### config.mk
export PLATFORM = sky130hd
export DESIGN_NAME = markdown_lexer_tokenizer
export DESIGN_NICKNAME = d
export VERILOG_FILES = /design/src/design/mlt_pkg.sv /design/src/design/mlt_lexer.sv /design/src/design/mlt_token_fifo.sv /design/src/design/markdown_lexer_tokenizer.sv
export SDC_FILE = /design/constraint.sdc
export NUM_CORES = 1
export LEC_CHECK = 0
export BUFFER_PORTS_ARGS = -buffer_cell sky130_fd_sc_hd__buf_2
export CAP_MARGIN = 10
export CELL_PAD_IN_SITES_DETAIL_PLACEMENT = 1
export CELL_PAD_IN_SITES_GLOBAL_PLACEMENT = 1
export CORE_MARGIN = 4
export CORE_UTILIZATION = 48
export DETAILED_ROUTE_END_ITERATION = 7
export GPL_TIMING_DRIVEN = 1
export PLACE_DENSITY_LB_ADDON = 0.1
export SLEW_MARGIN = 20
export SYNTH_ARGS = -nofsm -noshare
export SYNTH_HDL_FRONTEND = slang
export SYNTH_SLANG_ARGS = --single-unit
### constraint.sdc
create_clock -name clk -period 8.55 [get_ports clk]
set_input_delay 0.4275 -clock clk [delete_from_list [all_inputs] [get_ports clk]]
set_output_delay 0.4275 -clock clk [all_outputs]
set_load 0.03 [all_outputs]
### src/design/mlt_pkg.sv
`default_nettype none

package mlt_pkg;

    localparam int OFFSET_BITS_DEF = 32;
    localparam int LINE_BITS_DEF   = 16;
    localparam int COLUMN_BITS_DEF = 16;

    // Token type codes.
    localparam logic [2:0] TK_EOF     = 3'd0;
    localparam logic [2:0] TK_HASH    = 3'd1;
    localparam logic [2:0] TK_STAR    = 3'd2;
    localparam logic [2:0] TK_TICK    = 3'd3;
    localparam logic [2:0] TK_FENCE   = 3'd4;
    localparam logic [2:0] TK_NEWLINE = 3'd5;
    localparam logic [2:0] TK_TEXT    = 3'd6;

    // Open run modes.
    localparam logic [1:0] MODE_NONE  = 2'd0;
    localparam logic [1:0] MODE_TEXT  = 2'd1;
    localparam logic [1:0] MODE_TICKS = 2'd2;

    // Control bytes.
    localparam logic [7:0] CH_HASH = 8'h23;
    localparam logic [7:0] CH_STAR = 8'h2A;
    localparam logic [7:0] CH_TICK = 8'h60;
    localparam logic [7:0] CH_NL   = 8'h0A;

    localparam int MAX_TOKENS = 3;
    localparam int FIFO_DEPTH = 4;

    typedef struct packed {
        logic [2:0]  token_type;
        logic [31:0] start_offset;
        logic [31:0] token_length;
        logic [15:0] line_no;
        logic [15:0] col_no;
    } token_t;

    // All tokens caused by one input beat.
    typedef struct packed {
        logic [1:0]                  count;
        token_t [MAX_TOKENS-1:0]     tok;
    } bundle_t;

    function automatic token_t mk_tok(input logic [2:0] ty, input logic [31:0] off,
                                      input logic [31:0] len, input logic [15:0] line,
                                      input logic [15:0] col);
        token_t t;
        t.token_type   = ty;
        t.start_offset = off;
        t.token_length = len;
        t.line_no      = line;
        t.col_no       = col;
        return t;
    endfunction

endpackage

`default_nettype wire

### src/design/mlt_lexer.sv
`default_nettype none

module mlt_lexer
    import mlt_pkg::*;
#(
    parameter int OFFSET_BITS = OFFSET_BITS_DEF,
    parameter int LINE_BITS   = LINE_BITS_DEF,
    parameter int COLUMN_BITS = COLUMN_BITS_DEF
)
(
    input  wire logic       clk,
    input  wire logic       rst_n,
    input  wire logic       in_valid,
    output logic            in_ready,
    input  wire logic       in_kind,
    input  wire logic [7:0] in_byte,
    input  wire logic       push_ready,
    output logic            push_valid,
    output bundle_t         push_bundle
);

    localparam logic [OFFSET_BITS-1:0] OFF_MAX  = '1;
    localparam logic [LINE_BITS-1:0]   LINE_MAX = '1;
    localparam logic [COLUMN_BITS-1:0] COL_MAX  = '1;
    localparam logic [LINE_BITS-1:0]   LINE_ONE = LINE_BITS'(1);
    localparam logic [COLUMN_BITS-1:0] COL_ONE  = COLUMN_BITS'(1);

    logic                   in_valid_reg;
    logic                   kind_reg;
    logic [7:0]             byte_reg;

    logic [OFFSET_BITS-1:0] cur_off_reg, cur_off_next;
    logic [LINE_BITS-1:0]   cur_line_reg, cur_line_next;
    logic [COLUMN_BITS-1:0] cur_col_reg, cur_col_next;
    logic [1:0]             mode_reg, mode_next;
    logic [1:0]             tick_reg, tick_next;
    logic [OFFSET_BITS-1:0] run_off_reg, run_off_next;
    logic [LINE_BITS-1:0]   run_line_reg, run_line_next;
    logic [COLUMN_BITS-1:0] run_col_reg, run_col_next;

    logic                   fire;
    logic                   is_ctrl;
    logic [OFFSET_BITS-1:0] off_adv;
    logic [LINE_BITS-1:0]   line_adv;
    logic [COLUMN_BITS-1:0] col_adv;
    logic [OFFSET_BITS-1:0] run_off_inc;
    logic [COLUMN_BITS-1:0] run_col_inc;
    token_t                 flush_tok0;
    token_t                 flush_tok1;
    logic [1:0]             flush_n;
    token_t                 here_tok;
    bundle_t                bund;
    logic [1:0]             n;

    assign fire     = in_valid_reg && push_ready;
    assign in_ready = !in_valid_reg || push_ready;

    always_ff @(posedge clk or negedge rst_n)
    begin
        if (!rst_n)
        begin
            in_valid_reg <= 1'b0;
        end
        else if (in_ready)
        begin
            in_valid_reg <= in_valid;
        end
    end

    always_ff @(posedge clk)
    begin
        if (in_ready && in_valid)
        begin
            kind_reg <= in_kind;
            byte_reg <= in_byte;
        end
    end

    always_comb
    begin
        is_ctrl = (byte_reg == CH_HASH) || (byte_reg == CH_STAR) ||
                  (byte_reg == CH_TICK) || (byte_reg == CH_NL);
        off_adv = (cur_off_reg == OFF_MAX) ? cur_off_reg : cur_off_reg + 1'b1;
        if (byte_reg == CH_NL)
        begin
            line_adv = (cur_line_reg == LINE_MAX) ? cur_line_reg : cur_line_reg + 1'b1;
            col_adv  = COL_ONE;
        end
        else
        begin
            line_adv = cur_line_reg;
            col_adv  = (cur_col_reg == COL_MAX) ? cur_col_reg : cur_col_reg + 1'b1;
        end
        run_off_inc = (run_off_reg == OFF_MAX) ? run_off_reg : run_off_reg + 1'b1;
        run_col_inc = (run_col_reg == COL_MAX) ? run_col_reg : run_col_reg + 1'b1;

        // Tokens released by closing the open run.
        flush_tok0 = mk_tok(TK_TICK, 32'(run_off_reg), 32'd1, 16'(run_line_reg),
                            16'(run_col_reg));
        flush_tok1 = mk_tok(TK_TICK, 32'(run_off_inc), 32'd1, 16'(run_line_reg),
                            16'(run_col_inc));
        case (mode_reg)
            MODE_TEXT:
            begin
                flush_tok0 = mk_tok(TK_TEXT, 32'(run_off_reg), 32'(cur_off_reg - run_off_reg),
                                    16'(run_line_reg), 16'(run_col_reg));
                flush_n = 2'd1;
            end
            MODE_TICKS:
            begin
                flush_n = (tick_reg >= 2'd2) ? 2'd2 : tick_reg;
            end
            default:
            begin
                flush_n = 2'd0;
            end
        endcase

        here_tok = mk_tok(TK_EOF, 32'(cur_off_reg), 32'd0, 16'(cur_line_reg),
                          16'(cur_col_reg));

        cur_off_next  = cur_off_reg;
        cur_line_next = cur_line_reg;
        cur_col_next  = cur_col_reg;
        mode_next     = mode_reg;
        tick_next     = tick_reg;
        run_off_next  = run_off_reg;
        run_line_next = run_line_reg;
        run_col_next  = run_col_reg;
        bund          = '0;
        n             = 2'd0;

        if (fire)
        begin
            bund.tok[0] = flush_tok0;
            bund.tok[1] = flush_tok1;
            if (kind_reg)
            begin
                bund.tok[flush_n] = here_tok;
                n             = flush_n + 2'd1;
                cur_off_next  = '0;
                cur_line_next = LINE_ONE;
                cur_col_next  = COL_ONE;
                mode_next     = MODE_NONE;
                tick_next     = 2'd0;
                run_off_next  = '0;
                run_line_next = LINE_ONE;
                run_col_next  = COL_ONE;
            end
            else if (mode_reg == MODE_TICKS && byte_reg == CH_TICK)
            begin
                tick_next = tick_reg + 2'd1;
                if (tick_reg >= 2'd2)
                begin
                    bund.tok[0] = mk_tok(TK_FENCE, 32'(run_off_reg), 32'd3,
                                         16'(run_line_reg), 16'(run_col_reg));
                    n         = 2'd1;
                    mode_next = MODE_NONE;
                    tick_next = 2'd0;
                end
                cur_off_next  = off_adv;
                cur_line_next = line_adv;
                cur_col_next  = col_adv;
            end
            else if (mode_reg == MODE_TEXT && !is_ctrl)
            begin
                cur_off_next  = off_adv;
                cur_line_next = line_adv;
                cur_col_next  = col_adv;
            end
            else
            begin
                n         = flush_n;
                mode_next = MODE_NONE;
                tick_next = 2'd0;
                case (byte_reg)
                    CH_HASH:
                    begin
                        here_tok.token_type = TK_HASH;
                        here_tok.token_length = 32'd1;
                        bund.tok[flush_n] = here_tok;
                        n = flush_n + 2'd1;
                    end
                    CH_STAR:
                    begin
                        here_tok.token_type = TK_STAR;
                        here_tok.token_length = 32'd1;
                        bund.tok[flush_n] = here_tok;
                        n = flush_n + 2'd1;
                    end
                    CH_NL:
                    begin
                        here_tok.token_type = TK_NEWLINE;
                        here_tok.token_length = 32'd1;
                        bund.tok[flush_n] = here_tok;
                        n = flush_n + 2'd1;
                    end
                    CH_TICK:
                    begin
                        mode_next     = MODE_TICKS;
                        tick_next     = 2'd1;
                        run_off_next  = cur_off_reg;
                        run_line_next = cur_line_reg;
                        run_col_next  = cur_col_reg;
                    end
                    default:
                    begin
                        mode_next     = MODE_TEXT;
                        run_off_next  = cur_off_reg;
                        run_line_next = cur_line_reg;
                        run_col_next  = cur_col_reg;
                    end
                endcase
                cur_off_next  = off_adv;
                cur_line_next = line_adv;
                cur_col_next  = col_adv;
            end
        end
        bund.count = n;
    end

    assign push_valid  = fire && (n != 2'd0);
    assign push_bundle = bund;

    always_ff @(posedge clk or negedge rst_n)
    begin
        if (!rst_n)
        begin
            cur_off_reg  <= '0;
            cur_line_reg <= LINE_ONE;
            cur_col_reg  <= COL_ONE;
            mode_reg     <= MODE_NONE;
            tick_reg     <= 2'd0;
            run_off_reg  <= '0;
            run_line_reg <= LINE_ONE;
            run_col_reg  <= COL_ONE;
        end
        else
        begin
            cur_off_reg  <= cur_off_next;
            cur_line_reg <= cur_line_next;
            cur_col_reg  <= cur_col_next;
            mode_reg     <= mode_next;
            tick_reg     <= tick_next;
            run_off_reg  <= run_off_next;
            run_line_reg <= run_line_next;
            run_col_reg  <= run_col_next;
        end
    end

endmodule

`default_nettype wire

### src/design/mlt_token_fifo.sv
`default_nettype none

module mlt_token_fifo
    import mlt_pkg::*;
(
    input  wire logic    clk,
    input  wire logic    rst_n,
    input  wire logic    push_valid,
    output logic         push_ready,
    input  wire bundle_t push_bundle,
    output logic         out_valid,
    input  wire logic    out_ready,
    output token_t       out_tok,
    output logic         out_last
);

    localparam int PTR_BITS = (FIFO_DEPTH > 1) ? $clog2(FIFO_DEPTH) : 1;
    localparam int CNT_BITS = $clog2(FIFO_DEPTH + 1);
    localparam logic [PTR_BITS-1:0] PTR_LAST = PTR_BITS'(FIFO_DEPTH - 1);
    localparam logic [CNT_BITS-1:0] CNT_FULL = CNT_BITS'(FIFO_DEPTH);

    bundle_t             slots_reg [FIFO_DEPTH];
    logic [PTR_BITS-1:0] wr_ptr_reg, wr_ptr_next;
    logic [PTR_BITS-1:0] rd_ptr_reg, rd_ptr_next;
    logic [CNT_BITS-1:0] cnt_reg, cnt_next;
    logic [1:0]          idx_reg, idx_next;
    bundle_t             head;
    logic                push;
    logic                pop;

    assign push_ready = (cnt_reg != CNT_FULL);
    assign push       = push_valid && push_ready;
    assign head       = slots_reg[rd_ptr_reg];
    assign out_valid  = (cnt_reg != '0);
    assign out_tok    = head.tok[idx_reg];
    assign out_last   = (idx_reg == head.count - 2'd1);
    assign pop        = out_valid && out_ready && out_last;

    always_comb
    begin
        wr_ptr_next = wr_ptr_reg;
        rd_ptr_next = rd_ptr_reg;
        idx_next    = idx_reg;
        if (push)
        begin
            wr_ptr_next = (wr_ptr_reg == PTR_LAST) ? '0 : wr_ptr_reg + 1'b1;
        end
        if (out_valid && out_ready)
        begin
            idx_next = out_last ? 2'd0 : idx_reg + 2'd1;
        end
        if (pop)
        begin
            rd_ptr_next = (rd_ptr_reg == PTR_LAST) ? '0 : rd_ptr_reg + 1'b1;
        end
        cnt_next = cnt_reg + CNT_BITS'(push) - CNT_BITS'(pop);
    end

    always_ff @(posedge clk or negedge rst_n)
    begin
        if (!rst_n)
        begin
            wr_ptr_reg <= '0;
            rd_ptr_reg <= '0;
            cnt_reg    <= '0;
            idx_reg    <= 2'd0;
        end
        else
        begin
            wr_ptr_reg <= wr_ptr_next;
            rd_ptr_reg <= rd_ptr_next;
            cnt_reg    <= cnt_next;
            idx_reg    <= idx_next;
        end
    end

    always_ff @(posedge clk)
    begin
        if (push)
        begin
            slots_reg[wr_ptr_reg] <= push_bundle;
        end
    end

endmodule

`default_nettype wire

### src/design/markdown_lexer_tokenizer.sv
// Streaming lexer for lightweight markup, one byte per input beat.
// Slave channel: s_tdata carries the byte, s_tuser set marks end of input.
// Master channel: one beat per token. s_tready is high while the token
// queue has room, so the block then takes one byte per cycle.
// A token is offered on m_tvalid once the beat that causes it has passed
// the input register and the lexer logic and been written into the token
// queue, a write that waits while the queue is full. Text runs and
// pending single backticks are released by the byte that ends them.
// One input beat yields up to three tokens; they leave one per cycle and
// m_tlast marks the last token of that beat. The queue holds four beats'
// worth of tokens, which absorbs the multi-token flushes at full byte rate.
// When the receiver stalls, the queue fills and s_tready drops once it is
// full; no token is lost and the master payload holds while m_tready is low.
// Reset (rst_n low, asynchronous) empties the queue and sets the position
// to offset 0, line 1, column 1 with no open run. The end-of-file token
// returns the lexer to that same state for the next document.
// Offset, line and column counters saturate at their maximum values.
`default_nettype none

module markdown_lexer_tokenizer
    import mlt_pkg::*;
#(
    parameter int OFFSET_BITS = OFFSET_BITS_DEF,
    parameter int LINE_BITS   = LINE_BITS_DEF,
    parameter int COLUMN_BITS = COLUMN_BITS_DEF
)
(
    input  wire logic        clk,
    input  wire logic        rst_n,
    input  wire logic        s_tvalid,
    output logic             s_tready,
    input  wire logic [7:0]  s_tdata,   // [7:0] byte_value
    input  wire logic        s_tuser,   // [0] kind (1 = end of input)
    output logic             m_tvalid,
    input  wire logic        m_tready,
    output logic [95:0]      m_tdata,   // [31:0] start_offset, [63:32] token_length,
                                        // [79:64] line number, [95:80] column number
    output logic [2:0]       m_tuser,   // [2:0] token_type
    output logic             m_tlast    // last token of the beat
);

    logic    push_valid;
    logic    push_ready;
    bundle_t push_bundle;
    token_t  out_tok;

    mlt_lexer #(
        .OFFSET_BITS (OFFSET_BITS),
        .LINE_BITS   (LINE_BITS),
        .COLUMN_BITS (COLUMN_BITS)
    ) u_lexer (
        .clk         (clk),
        .rst_n       (rst_n),
        .in_valid    (s_tvalid),
        .in_ready    (s_tready),
        .in_kind     (s_tuser),
        .in_byte     (s_tdata),
        .push_ready  (push_ready),
        .push_valid  (push_valid),
        .push_bundle (push_bundle)
    );

    // Tokens of each beat are queued as a group and sent out one by one.
    mlt_token_fifo u_fifo (
        .clk         (clk),
        .rst_n       (rst_n),
        .push_valid  (push_valid),
        .push_ready  (push_ready),
        .push_bundle (push_bundle),
        .out_valid   (m_tvalid),
        .out_ready   (m_tready),
        .out_tok     (out_tok),
        .out_last    (m_tlast)
    );

    assign m_tuser = out_tok.token_type;
    assign m_tdata = {out_tok.col_no, out_tok.line_no,
                      out_tok.token_length, out_tok.start_offset};

endmodule

`default_nettype wire

; ---- After elaboration in Yosys (flattened, before gate mapping)
; Memories as Yosys holds them, arrays and structs flattened.
; Cells that the tools add are included.
[op_classes]
n_mul = 0
n_reduce_logical = 25
mux = 61
n_lt_le_gt_ge = 4
eq_ne = 23
add_sub_neg = 14
bitwise = 0
shifts = 0
div_mod_pow = 0
[ops]
columns = op, count
row1 = $bwmux 297, 4
row2 = $mux 297, 3
row3 = $pmux 297 s3, 1
row4 = $mux 99, 5
row5 = $mux 16, 15
row6 = $mux 32, 7
row7 = $bmux 99 s2, 1
row8 = $demux 99 s2, 1
row9 = $mux 198, 1
row10 = $add 32x1->32 const B, 2
row11 = $eq 32x32->1 const B, 2
row12 = $add 16x1->16 const B, 3
row13 = $eq 16x16->1 const B, 3
row14 = $mux 2, 17
row15 = $sub 32x32->32, 1
row16 = $eq 8x6->1 const B, 2
row17 = $add 2x1->2 const B, 5
row18 = $ne 2x1->1 const B, 5
row19 = $logic_and 1x1->1, 9
row20 = $ne 3x1->1 const B, 3
row21 = $eq 8x4->1 const B, 1
row22 = $eq 8x7->1 const B, 1
row23 = $pmux 2 s2, 2
row24 = $eq 2x2->1 const B, 3
row25 = 18 further kinds, 30
[totals]
ramBits = 1196
romBits = 0
latchBits = 0
regBits = 151
in_bits = 13
n_memories = 1
[memory_table]
columns = name, words, width, read_ports, rd_clocked_by_memory_dff, wr, line_no
row1 = u_fifo.slots_reg, 4, 299, 1, 0, 1, mlt_token_fifo.sv:22  ; bundle_t slots_reg [FIFO_DEPTH];

; ---- Longest topological paths before layout
[logic_depth]
depth_word = 15
ltp_mapped = 13

; ---- Cells and area by module
; From an unflattened synthesis, not the netlist that was laid out.
[unflattened]
hier_cells = 3672
hier_area_um2 = 57807.9
[modules_own_cells]
columns = mod, cells_each, area_each_um2, instances
row1 = mlt_token_fifo, 1949, 45565.0, 1
row2 = mlt_lexer, 1723, 12243.0, 1

; ---- Worst setup path after synthesis
; No wires, ideal clock.
[synth_path]
kind = register -> register
from = register u_lexer.byte_reg[5]
to = memory u_fifo.slots_reg[0][0] (netlist name) (enable)
stages_incl_launch_ff = 10
n_path_buf = 1
slack_ns = 0.326
arrival_ns = 7.596
required_time_ns = 7.922
cell_sequence = edfxtp_1 and3b_1 o2111ai_1 nand2_1 nor4_1 a21oi_1 nor2_1 or2_2 clkbuf_1 and2_1
[synth_rtl]
columns = item, line_no
row1 = "start, declared", mlt_lexer.sv:30  ; logic [7:0] byte_reg;
row2 = "start signal, assigned", mlt_lexer.sv:75  ; byte_reg <= in_byte;
row3 = "end, declared", mlt_token_fifo.sv:22

; ---- Final worst setup path
[layout_path]
from = register u_fifo.rd_ptr_reg[0]
to = output m_tdata[24]
[layout_between]
elab_chain_cells = 3
[layout_rtl]
columns = item, line_no
row1 = "start, declared", mlt_token_fifo.sv:24  ; logic [PTR_BITS-1:0] rd_ptr_reg, rd_ptr_next;
row2 = "start signal, assigned", mlt_token_fifo.sv:71  ; rd_ptr_reg <= rd_ptr_next;
row3 = $mem_v2 4x299, n/a
row4 = $bmux 99 s2, mlt_token_fifo.sv:35  ; assign out_tok = head.tok[idx_reg];
row5 = $mux 99 (implied by the code), mlt_token_fifo.sv:35
row6 = "end, declared", markdown_lexer_tokenizer.sv:36  ; output logic [95:0] m_tdata,
; No other way between the ends. The select of a mux whose other input is x is not followed.

==> impl_metrics.ini <==
[grt]
grt_max_degree = 155
grt_pass1_vias = 30280
grt_use_met1_pct = 33.66
overflow = 0
grtUsageMet3_pct = 3.525
grt_pass1_wl_mm = 187.4
grt_usage_pct = 23.65
top_usage_layer = met2
grt_use_met2_pct = 39.06
antenna_found_initial = 2

[sta]
worstMarginPinSlew_ps = 1171
setup_violations = 0
hold_viol = 0
max-slew-margin-rel_pct = 21.94
clock.fmax_ghz = 0.2092
clock_skew_ps = 33.85
tns_ps = 0
rsz0062_at_grt = no
finalCritPeriodShare_pct = 55.90
period_minus_slack_ps = 4779
report.final.slew_viol_count = 0

[drt]
viasPerCell = 6.054
via_count = 27760
drt_pass1_iterations = 5
drt_iter0_markers = 2516
drt-total-wl_mm = 122.3
route.detailed.drc = 0
drtAntennaViolNets = 0
wl_per_cell_um = 26.68

[die]
start_util_pct = 48.48
die_area_um2 = 104700
die_h_um = 323.5
die_w_um = 323.5
placementRows = 115
pin_count = 115
core_area_um2 = 98560

[yosys]
yosysMostFrequentCell = edfxtp_1
syn-instance-count = 3123
synth_edf_count = 957
yosysWarnings = 0
ys.flop_type = edfxtp_1
yosys-top-cells-area = edfxtp_1 60%, mux4_2 11%, dfrtp_1 7.2%
synth_cell_type_count = 69
synth.top_cells.by_count = 957 x edfxtp_1, 309 x nand2_1, 237 x mux4_2
ys_ff_latch = 1099
async_reset_ff_share_pct = 12.92
synth.top_cell.area_share_pct = 60.14
syn_area_per_cell_um2 = 15.30
netlist_area_um2 = 47780
post-synth-top-area-cell = edfxtp_1
synth_nets = 3188
yosysSeqAreaShare_pct = 67.59

[placement]
place_congestion = 0.8763
dpl-instance-area_um2 = 49650
port_buffers = 114
hpwl_mm = 69.88

[worst_hold_path]
min_to = u_fifo.idx_reg[0]$_DFFE_PN0P_
hp-start = m_tready
min_path_type = input port to flop
hold_depth = 4

[clocking]
htree_num_levels = 3
cts_tree = yes
insertion_delay_ps = 710
cts_buffers = 115
cts_sinks = 1099
clockBufferDepth = 3
postCtsSetupRepairBufs = 0
cts_root_buf = clkbuf_16
clk_pin_slew_worst_paths_ps = 60
cts_resized = 0

[cells_and_area]
num-fill-cells = 9185
final-seq-area_um2 = 32310
fin_area_um2 = 53450
largest_reg_flops = 948
diodes = 0
nets = 3264
final_util_pct = 54.23
multiInputGateArea_um2 = 14540
drive_gt1_share_pct = 18.28
syn_to_final_growth_pct = 11.86

[setup_path]
cp_max_fo = 46
ff2ff_path_depth = 9
r2r_start = u_lexer.kind_reg$_DFFE_PP_
worstReg2RegEnd = u_fifo.slots_reg[0][84]$_DFFE_PP_
rrSetupSlack_ps = 3900
cp.required_ps = 8120
critPathLaunchType = flop
cp-end-kind = output pin
crit_arrival_ps = 4350
crit_type = flop to output pin

[power_and_ir_drop]
p_leak_nw = 17.78
power_density_nw_per_um2 = 341.5
finalPower_mw = 18.25
peakVddDrop_mv = 0.2751

[status]
status = finished clean

[flow_run]
max_cap_violations = 0
==> stage by stage <==
stage,hold slack (ps),worst slack (ps),instances
finish,92.80,3771,4585
global route,127.3,3263,4585
CTS,50.46,3537,4584
detailed placement,401.6,3931,4357
global placement,397.9,3988,4357
floorplan,131.9,325.8,3123
==> cells in the final DEF, fill, tap and decap left out, drive strengths merged, types with 6 or more instances in the layout <==
master,count
edfxtp,957
dfrtp,138
and2,78
nor3,30
nand3,57
a31oi,13
a21oi,164
mux2i,75
and4,11
mux4,237
o21a,6
clkinv,47
bufinv,7
nor2b,41
xnor2,57
xor2,46
nand2,309
a21o,16
ha,50
o21ai,168
nand2b,18
a22o,61
or3,9
and3,27
o31ai,10
clkbuf,154
a211oi,9
dlygate4sd3,11
inv,74
nor2,142
or2,7
nor4,15
nand4,32
o21bai,7
buf,150
==> what timing repair did <==
action | in CTS | in global routing
hold endpoints to repair | 50 | 0
hold buffers | 11 | 0
endpoints found under the setup margin | 0 | 0
==> per-layer routing <==
layer,vias up,part of all wire (%)
met5,-,0
met4,0,1.8
met3,138,5.0
met2,678,48
met1,14800,45
li1,12140,-
==> worst max path at each step <==
stage                                      from                                 to  slack [ps]
2_1_floorplan     u_lexer.byte_reg[5]$_DFFE_PP_   u_fifo.slots_reg[0][0]$_DFFE_PP_         330
3_3_place_gp         u_lexer.kind_reg$_DFFE_PP_  u_fifo.slots_reg[0][46]$_DFFE_PP_        3990
3_5_place_dp         u_lexer.kind_reg$_DFFE_PP_  u_fifo.slots_reg[0][48]$_DFFE_PP_        3930
4_1_cts        u_fifo.rd_ptr_reg[0]$_DFFE_PN0P_                        m_tdata[77]        3540
5_1_grt        u_fifo.rd_ptr_reg[0]$_DFFE_PN0P_                        m_tdata[77]        3260
6_report       u_fifo.rd_ptr_reg[0]$_DFFE_PN0P_                        m_tdata[24]        3770
==> cells by family after synthesis <==
| group | after synthesis | share of synthesized area (%) |
|---|---|---|
| buffers and inverters | 271 | 2.155 |
| adder cells (fa/ha/maj) | 52 | 1.393 |
| flip-flops | 1099 | 67.59 |
| multiplexers | 312 | 12.74 |
| AND/OR/NAND/NOR | 791 | 7.960 |
| AO/OA/AOI/OAI | 495 | 6.274 |
| XOR/XNOR | 103 | 1.888 |
==> layout make-up <==
cell class	count	share of cell area (%)
timing repair buffer	161	1.978
clock inverter	62	0.9434
clock buffer	154	5.923
sequential	1099	60.45
tap	1287	3.013
multi-input combinational	1753	27.21
inverter	69	0.4846
==> report_power, final <==
| part | switching [mW] | leakage, nW | internal [mW] | total [mW] |
|---|---|---|---|---|
| clock | 2.06 | 1.82 | 2.80 | 4.86 |
| combinational | 3.95 | 5.54 | 2.09 | 6.04 |
| sequential | 0.390 | 10.4 | 6.96 | 7.35 |
| total | 6.40 | 17.8 | 11.9 | 18.3 |
==> worst max-delay path: stages, from the launching register on <==
cell and delay, ps:
dfrtp_4 800, buf_4 730, buf_4 840, mux4_2 590, mux2i_1 160, o21ai_0 140, buf_2 230
No activity file was read; power rests on OpenSTA's default activity.
